**config.mk**
```make
export PLATFORM = sky130hd
export DESIGN_NAME = sof_frame_xor_fcs_deframer_core
export DESIGN_NICKNAME = d
export VERILOG_FILES = /design/src/rtl/sfd_pkg.sv /design/src/rtl/sfd_step.sv /design/src/rtl/sof_frame_xor_fcs_deframer_core.sv
export SDC_FILE = /design/constraint.sdc
export NUM_CORES = 1
export LEC_CHECK = 0
export ABC_AREA = 1
export BUFFER_PORTS_ARGS = -buffer_cell sky130_fd_sc_hd__buf_2
export CORE_ASPECT_RATIO = 2
export CORE_MARGIN = 10
export CORE_UTILIZATION = 53
export CTS_CLUSTER_SIZE = 20
export DETAILED_ROUTE_END_ITERATION = 10
export PLACE_DENSITY = 0.76
export SYNTH_ARGS = -nofsm -noshare
export SYNTH_HDL_FRONTEND = slang
export SYNTH_SLANG_ARGS = --single-unit
```
**constraint.sdc**
```tcl
create_clock -name i_clk -period 2.2 [get_ports i_clk]
set_input_delay 0.33 -clock i_clk [delete_from_list [all_inputs] [get_ports i_clk]]
set_output_delay 0.33 -clock i_clk [all_outputs]
set_load 0.05 [all_outputs]
```
**src/rtl/sfd_pkg.sv**
```systemverilog
// Package: phase codes, status codes, register indexes and shared types of the deframer.
`default_nettype none
package sfd_pkg;

    localparam logic [2:0] PH_HUNT   = 3'd0;
    localparam logic [2:0] PH_LEN    = 3'd1;
    localparam logic [2:0] PH_CMD_HI = 3'd2;
    localparam logic [2:0] PH_CMD_LO = 3'd3;
    localparam logic [2:0] PH_DATA   = 3'd4;
    localparam logic [2:0] PH_CHECK  = 3'd5;

    localparam logic [1:0] ST_OK      = 2'd0;
    localparam logic [1:0] ST_BADSUM  = 2'd1;
    localparam logic [1:0] ST_TOOLONG = 2'd2;

    localparam logic CFG_START_BYTE  = 1'b0;
    localparam logic CFG_MAX_PAYLOAD = 1'b1;

    localparam logic [7:0] START_BYTE_RST  = 8'd254;
    localparam logic [7:0] MAX_PAYLOAD_RST = 8'd250;

    typedef struct packed {
        logic [2:0]  phase;
        logic [7:0]  declared_length;
        logic [7:0]  bytes_seen;
        logic [15:0] command_word;
        logic [7:0]  running_check;
    } t_state;

    typedef struct packed {
        logic [7:0]  payload_byte;
        logic [15:0] frame_command;
        logic [7:0]  frame_length;
        logic        frame_end;
        logic [1:0]  end_status;
    } t_result;

endpackage
`default_nettype wire

```
**src/rtl/sfd_step.sv**
```systemverilog
// Next-state and result logic for one received byte.
`default_nettype none
module sfd_step
    import sfd_pkg::*;
(
    input  wire t_state     i_state,
    input  wire logic [7:0] i_byte,
    input  wire logic [7:0] i_start_byte,
    input  wire logic [7:0] i_max_payload,
    output t_state          o_state,
    output logic            o_emit,
    output t_result         o_result
);

    logic [7:0] seen_inc;
    logic       is_end;
    logic [1:0] status;
    logic [7:0] data;

    always_comb begin
        o_state  = i_state;
        o_emit   = 1'b0;
        is_end   = 1'b0;
        status   = ST_OK;
        data     = 8'd0;
        seen_inc = i_state.bytes_seen + 8'd1;

        case (i_state.phase)
            PH_LEN: begin
                o_state.declared_length = i_byte;
                o_state.running_check   = i_byte;
                if (i_byte > i_max_payload) begin
                    o_emit        = 1'b1;
                    is_end        = 1'b1;
                    status        = ST_TOOLONG;
                    o_state.phase = PH_HUNT;
                end else begin
                    o_state.phase = PH_CMD_HI;
                end
            end
            PH_CMD_HI: begin
                o_state.command_word  = {i_byte, 8'd0};
                o_state.running_check = i_state.running_check ^ i_byte;
                o_state.phase         = PH_CMD_LO;
            end
            PH_CMD_LO: begin
                o_state.command_word  = {i_state.command_word[15:8], i_byte};
                o_state.running_check = i_state.running_check ^ i_byte;
                o_state.bytes_seen    = 8'd0;
                o_state.phase = (i_state.declared_length == 8'd0) ? PH_CHECK : PH_DATA;
            end
            PH_DATA: begin
                o_state.running_check = i_state.running_check ^ i_byte;
                o_state.bytes_seen    = seen_inc;
                if (seen_inc >= i_state.declared_length) begin
                    o_state.phase = PH_CHECK;
                end
                o_emit = 1'b1;
                data   = i_byte;
            end
            PH_CHECK: begin
                o_emit        = 1'b1;
                is_end        = 1'b1;
                status        = (i_byte == i_state.running_check) ? ST_OK : ST_BADSUM;
                o_state.phase = PH_HUNT;
            end
            default: begin
                // hunt; unused codes fall back here too
                if (i_byte == i_start_byte) begin
                    o_state.declared_length = 8'd0;
                    o_state.bytes_seen      = 8'd0;
                    o_state.command_word    = 16'd0;
                    o_state.running_check   = 8'd0;
                    o_state.phase           = PH_LEN;
                end else begin
                    o_state.phase = PH_HUNT;
                end
            end
        endcase

        o_result.payload_byte  = data;
        o_result.frame_command = o_state.command_word;
        o_result.frame_length  = o_state.declared_length;
        o_result.frame_end     = is_end;
        o_result.end_status    = status;
    end

endmodule
`default_nettype wire

```
**src/rtl/sof_frame_xor_fcs_deframer_core.sv**
```systemverilog
// Top level: start-of-frame deframer with XOR check byte.
// Input channel: one received byte per transaction (i_in_valid / o_in_ready).
// Output channel: payload bytes as they arrive, and one closing transaction per
// frame with o_frame_end set and o_end_status ok, checksum error or too long.
// Configuration channel: index 0 sets the start byte, index 1 the largest
// payload length; o_cfg_ready is always high. Write only while the block is idle.
// The byte is held in an input register; the frame logic then updates
// the frame state and loads the result register, which drives the
// outputs. A result is visible once it is in the result register.
// One byte is accepted every cycle unless stalled; the frame step is combinational.
// Stall: while the result register is full and not taken, the input register
// holds and o_in_ready follows it; no transaction is dropped.
// Reset: hunting for the start byte, both channels empty, start byte 254,
// largest payload 250.
`default_nettype none
module sof_frame_xor_fcs_deframer_core
    import sfd_pkg::*;
(
    input  wire logic        i_clk,
    input  wire logic        i_rst_n,
    input  wire logic        i_in_valid,
    output logic             o_in_ready,
    input  wire logic [7:0]  i_rx_byte,
    output logic             o_out_valid,
    input  wire logic        i_out_ready,
    output logic [7:0]       o_payload_byte,
    output logic [15:0]      o_frame_command,
    output logic [7:0]       o_frame_length,
    output logic             o_frame_end,
    output logic [1:0]       o_end_status,
    input  wire logic        i_cfg_valid,
    output logic             o_cfg_ready,
    input  wire logic        i_cfg_index,
    input  wire logic [7:0]  i_cfg_data
);

    logic       r_in_valid;
    logic [7:0] r_in_byte;
    logic       r_out_valid;
    t_result    r_result;
    t_state     r_state;
    logic [7:0] r_start_byte;
    logic [7:0] r_max_payload;

    t_state     n_state;
    t_result    n_result;
    logic       n_emit;
    logic       advance;

    sfd_step u_step (
        .i_state       (r_state),
        .i_byte        (r_in_byte),
        .i_start_byte  (r_start_byte),
        .i_max_payload (r_max_payload),
        .o_state       (n_state),
        .o_emit        (n_emit),
        .o_result      (n_result)
    );

    assign advance     = r_in_valid && (!r_out_valid || i_out_ready);
    assign o_in_ready  = !r_in_valid || advance;
    assign o_cfg_ready = 1'b1;

    always_ff @(posedge i_clk) begin
        if (!i_rst_n) begin
            r_start_byte  <= START_BYTE_RST;
            r_max_payload <= MAX_PAYLOAD_RST;
        end else if (i_cfg_valid) begin
            if (i_cfg_index == CFG_START_BYTE) begin
                r_start_byte <= i_cfg_data;
            end else begin
                r_max_payload <= i_cfg_data;
            end
        end
    end

    always_ff @(posedge i_clk) begin
        if (!i_rst_n) begin
            r_in_valid <= 1'b0;
        end else if (o_in_ready) begin
            r_in_valid <= i_in_valid;
        end
    end

    always_ff @(posedge i_clk) begin
        if (i_in_valid && o_in_ready) begin
            r_in_byte <= i_rx_byte;
        end
    end

    always_ff @(posedge i_clk) begin
        if (!i_rst_n) begin
            r_state     <= '0;
            r_out_valid <= 1'b0;
        end else if (advance) begin
            r_state     <= n_state;
            r_out_valid <= n_emit;
        end else if (i_out_ready) begin
            r_out_valid <= 1'b0;
        end
    end

    always_ff @(posedge i_clk) begin
        if (advance && n_emit) begin
            r_result <= n_result;
        end
    end

    assign o_out_valid     = r_out_valid;
    assign o_payload_byte  = r_result.payload_byte;
    assign o_frame_command = r_result.frame_command;
    assign o_frame_length  = r_result.frame_length;
    assign o_frame_end     = r_result.frame_end;
    assign o_end_status    = r_result.end_status;

endmodule
`default_nettype wire

```
-- After elaboration in Yosys (flattened, before gate mapping)
Index checks and enable logic that the tools add are counted.
- $add $sub $neg: 1
- order comparisons: 2
- equality and inequality tests: 8
- multiplexer cells: 18
- bitwise operators: 4
- reduce and logical (&&, ||, !) cells: 21
- operator list (cell ; count):
    16-bit one-hot mux with 3 select lines ; 1
    8-bit one-hot mux with 3 select lines ; 2
    40-bit two-way mux ; 1
    8-bit == test ; 2
    8-bit one-hot mux with 2 select lines ; 1
    3-bit one-hot mux with 5 select lines ; 1
    3-bit OR reduction ; 3
    8-bit by 1-bit adder with 8-bit output, second input constant ; 1
    8-bit greater-or-equal comparator ; 1
    8-bit greater-than comparator ; 1
    8-bit logical NOT ; 1
    8-bit XOR ; 1
    3-bit by 2-bit == test with 1-bit output, second input constant ; 2
    3-bit == test, second input constant ; 2
    1-bit two-way mux ; 6
    2-bit AND reduction ; 3
    3-bit AND reduction ; 2
    3-bit nonzero test ; 2
    2-bit two-way mux ; 2
    1-bit one-hot mux with 2 select lines ; 2
    2-bit one-hot mux with 2 select lines ; 1
    4-bit OR reduction ; 1
    3-bit by 1-bit == test with 1-bit output, second input constant ; 1
    1-bit logical AND ; 3
    other kinds (7) ; 11
- bits in registers: 104
- input port bits: 22
- output and inout bits: 38
- word-level logic and storage cells: 69

-- Depth between registers and ports, before layout
- depth after elaboration: 5
- gate-level depth with buffers: 16
- mapped depth without buffers: 16

-- Modules after synthesis
Synthesis repeated with hierarchy kept, for this count alone.
- cells, all modules: 825
- area, all modules: 5958.2 um^2
- by module, submodules not included (module ; instances ; cells an instance ; area an instance (um^2)):
    sof_frame_xor_fcs_deframer_core ; 1 ; 414 ; 3854.9
    sfd_step ; 1 ; 411 ; 2103.3

-- Worst setup path before layout
Ideal clock, no wire load.
- path type: reg2reg
- start: register r_out_valid, in the netlist o_out_valid
- end: register r_result (netlist bit o_end_status[0]) (enable)
- library setup time: 0.390 ns
- arrival time: 1.968 ns
- data required time: 1.810 ns
- path slack: -0.157 ns
- cell stages (with the launch flop): 7
- buffers on the path: 1
- cell sequence: dfxtp_1 nand2_1 nand2_2 inv_1 clkbuf_1 nand2_1 inv_1
- cells in the longest elaborated chain, start to end: 4
- RTL lines (what ; line ; source):
    from (decl) ; sof_frame_xor_fcs_deframer_core.sv:39 ; logic r_out_valid;
    from (signal assigned) ; sof_frame_xor_fcs_deframer_core.sv:97 ; r_out_valid <= n_emit;
    1-bit logical NOT ; sof_frame_xor_fcs_deframer_core.sv:60 ; assign advance = r_in_valid && (!r_out_valid || i_out_ready);
    1-bit logical OR ; sof_frame_xor_fcs_deframer_core.sv:60 ;
    1-bit logical AND ; sof_frame_xor_fcs_deframer_core.sv:60 ;
    1-bit logical AND ; sof_frame_xor_fcs_deframer_core.sv:104 ; if (advance && n_emit) begin
    to (signal assigned) ; sof_frame_xor_fcs_deframer_core.sv:105 ; r_result <= n_result;
    to (decl) ; sof_frame_xor_fcs_deframer_core.sv:40 ; t_result r_result;
No other way between the ends.
A chain may end at the register's enable or synchronous reset.

-- Worst setup path after layout
- start: register r_state[26] (netlist name)
- end: register r_state[42] (netlist name)
- cells in the longest elaborated chain, start to end: 4
- RTL lines (what ; line ; source):
    from (decl) ; sof_frame_xor_fcs_deframer_core.sv:41 ; t_state r_state;
    from (signal assigned) ; sof_frame_xor_fcs_deframer_core.sv:96 ; r_state <= n_state;
    8-bit by 1-bit adder with 8-bit output ; sfd_step.sv:26 ; seen_inc = i_state.bytes_seen + 8'd1;
    8-bit greater-or-equal comparator ; sfd_step.sv:55 ; if (seen_inc >= i_state.declared_length) begin
    2-bit by 1-bit != test with 1-bit output (no line) ; -- ;
    2-bit AND reduction (no line) ; -- ;
No other way between the ends.

==> impl_metrics.env <==
export IMPL_status="complete, no violations"
export IMPL_hold_class="input pin to flip-flop"
export IMPL_skew_ns=0.009451
export IMPL_r2r_end="r_state[42]"
export IMPL_antenna_cells=0
export IMPL_dieWidth_um=91.36
export IMPL_drc=0
export IMPL_critPathLaunch="r_state[26]"
export IMPL_finalInstanceArea_um2=6245
export IMPL_cp_arrival_ns=2.38
export IMPL_cts_made_buffers=9
export IMPL_grt_pass1_vias=4474
export IMPL_ys_flop_type="dfxtp_1"
export IMPL_syn_area_um2=5398
export IMPL_netlist_top_cells_area="edfxtp_1 (24%), dfxtp_1 (23%), nand2_1 (6.7%)"
export IMPL_critPathTopFamily="simple AND/OR/NAND/NOR gates"
export IMPL_r2r_start="r_state[26]"
export IMPL_crit_buf_inv=2
export IMPL_die_area_um2=14870
export IMPL_vdd_ir_drop_max_mv=0.6200
export IMPL_core_um2=10020
export IMPL_cp_data_required_time_ns=2.48
export IMPL_setup_violations=0
export IMPL_r2r_setup_slack_ns=0.1
export IMPL_fin_cells=818
export IMPL_path_clk_slew_ns=0.07
export IMPL_power_per_cell_area_nw_per_um2=698.4
export IMPL_period_needed_ns=2.102
export IMPL_criticalPathCategory="flip-flop to flip-flop"
export IMPL_first_iter_violations=275
export IMPL_cts_hold_buffers=0
export IMPL_wl_per_cell_um=15.75
export IMPL_synthCells=618
export IMPL_p_leak_nw=2.905
export IMPL_max_stage_delay_ns=0.39
export IMPL_root_buffer="clkbuf_16"
export IMPL_clk_latency_ns=0.36
export IMPL_endpoint_kind="flip-flop"
export IMPL_async_flop_share_pct=0
export IMPL_gp_congestion=0.8785
export IMPL_worst_path_max_fanout=5
export IMPL_rows=52
export IMPL_relSlewSlack_pct=48.93
export IMPL_antenna_found_initial=0
export IMPL_slowest_stage="dfxtp_2"
export IMPL_vias=4505
export IMPL_cp_depth=13
export IMPL_grt_overflow=0
export IMPL_synth_top_area_share_pct=23.92
export IMPL_worstSetupEndpoint="r_state[42]"
export IMPL_drt_total_wl_um=12890
export IMPL_ioPinCount=60
export IMPL_synth_edf_count=43
export IMPL_htree_levels=3
export IMPL_yosysWarnings=0
export IMPL_drv_cap=0
export IMPL_dr_pass1_iters=5
export IMPL_dp_hpwl_um=9214
export IMPL_finalHoldViolations=0
export IMPL_avgSynthCellArea_um2=8.734
export IMPL_critPathLaunchType="flip-flop"
export IMPL_r2r_cells=13
export IMPL_drive_gt1_share_pct=26.06
export IMPL_ys_ff_latch=104
export IMPL_finalMaxSlewViolations=0
export IMPL_synth_largest_area_cell="edfxtp_1"
export IMPL_worstPathCellList="nand3_1 -> inv_1 -> nand2_1 -> xor2_1 -> inv_1 -> ha_1 -> nand2_2 -> a21oi_1 -> nor2_1 -> nand4_1 -> nand2_2 -> nand2_1 -> a21oi_2"
export IMPL_syn2layout_area_growth_pct=15.69
export IMPL_ant_nets=0
export IMPL_fmax_mhz=475.7
export IMPL_post_dp_cell_area_um2=5858
export IMPL_yosysSeqAreaShare_pct=46.55
export IMPL_io_buffers=58
export IMPL_grt_max_degree=36
export IMPL_grt_pass1_wl_um=20910
export IMPL_synth_common_cells="nand2_1 (97), inv_1 (92), dfxtp_1 (61)"
export IMPL_ys_types=39
export IMPL_cts_tree="yes"
export IMPL_synth_most_common_cell="nand2_1"
export IMPL_clock_path_buffers=2
export IMPL_fin_nets=717
export IMPL_cts_sinks=104
export IMPL_die_h_um=162.7
export IMPL_syn_nets=657
export IMPL_dp_cells=800
export IMPL_routed_via_density=5.507
export IMPL_start_util_pct=53.87
export IMPL_worst_slew_pin_slew_ns=0.7653
export IMPL_fin_crit_sh_pct=95.55
export IMPL_grtUsageTotal_pct=17.19
## power by group
part           total, mW  internal (mW)  switching [mW]
registers           2.15           2.09          0.0586
logic              0.626          0.223           0.403
clock network       1.59          0.886           0.703
total               4.36           3.20            1.16
## kinds of logic after synthesis
| logic type | synth area share (%) |
|---|---|
| other | 0.06947 |
| xor gates and xnor gates | 3.083 |
| adders and majority gates | 3.941 |
| buffers and inverters | 9.852 |
| and+or+nand+nor | 22.16 |
| AOI/OAI and AO/OA | 14.35 |
| DFF | 46.55 |
## placed cells by master, fill, tap and decap left out, types with 24 or more instances in the layout
cell / netlist / routed
nand2_2: 25 / 28
a22oi_1: 24 / 24
nor2_1: 39 / 36
buf_2: 6 / 58
o21ai_0: 28 / 28
inv_1: 92 / 90
edfxtp_1: 43 / 43
dfxtp_1: 61 / 56
nand2_1: 97 / 94
nand3_1: 32 / 30
## area by class of cell
class | instances | area [µm²]
clock buffers | 10 | 229.0
clock inverters | 6 | 65.06
fillers | 850 | 3775
inverters | 96 | 366.6
multi-input cells | 390 | 2424
flip-flops and latches | 104 | 2521
well taps | 135 | 168.9
repair buffers | 77 | 470.5
## flip-flops by register name, summed over array words and instances (netlist names)
signal           cells
o_out_valid          1
o_frame_command     16
r_in_valid           1
r_state             43
o_frame_length       8
r_max_payload        8
o_payload_byte       8
r_start_byte         8
o_end_status         2
o_frame_end          1
r_in_byte            8
## per-stage QoR
stage | setup TNS [ns] | hold slack [ns] | setup WS, ns | power [mW] | utilization (%)
final | 0 | 0.1466 | 0.09787 | 4.361 | 62.33
after global routing | -0.03628 | 0.1427 | -0.02796 | 4.527 | 62.33
after CTS | 0 | 0.1467 | 0.02771 | 4.368 | 61.44
after detailed placement | -0.1736 | 0.4651 | -0.06795 | 2.797 | 58.47
after global placement | 0 | 0.4613 | 0.05462 | 2.773 | 58.47
after floorplan | 0 | 0.4289 | 0.07800 | 2.637 | -
## routing by layer
| metal | part of all wire, % | GRT usage, % | vias up | wire length [µm] |
|---|---|---|---|---|
| li1 | - | - | 2159 | - |
| met1 | 38 | 17.39 | 2143 | 4935 |
| met2 | 52 | 31.18 | 167 | 6724 |
| met3 | 5.9 | 4.709 | 36 | 759 |
| met4 | 3.6 | 8.954 | 0 | 465 |
| met5 | 0 | 0 | - | 0 |
## worst min-delay path by stage
stage	start	slack [ns]	depth (start not counted)	to
floorplan	i_rx_byte[0]	0.43	0	r_in_byte[0]
global placement	r_start_byte[1]	0.46	2	r_start_byte[1]
detailed placement	r_start_byte[7]	0.47	2	r_start_byte[7]
CTS	i_rx_byte[7]	0.15	1	r_in_byte[7]
global route	i_rx_byte[5]	0.14	1	r_in_byte[5]
finish	i_rx_byte[7]	0.15	1	r_in_byte[7]
## repair_timing
action	CTS	global route
pin swaps	0	9
buffers inserted	0	2
resized for setup	2	19
endpoints found under the setup margin	3	4
Power figures use the tool's default switching activity.
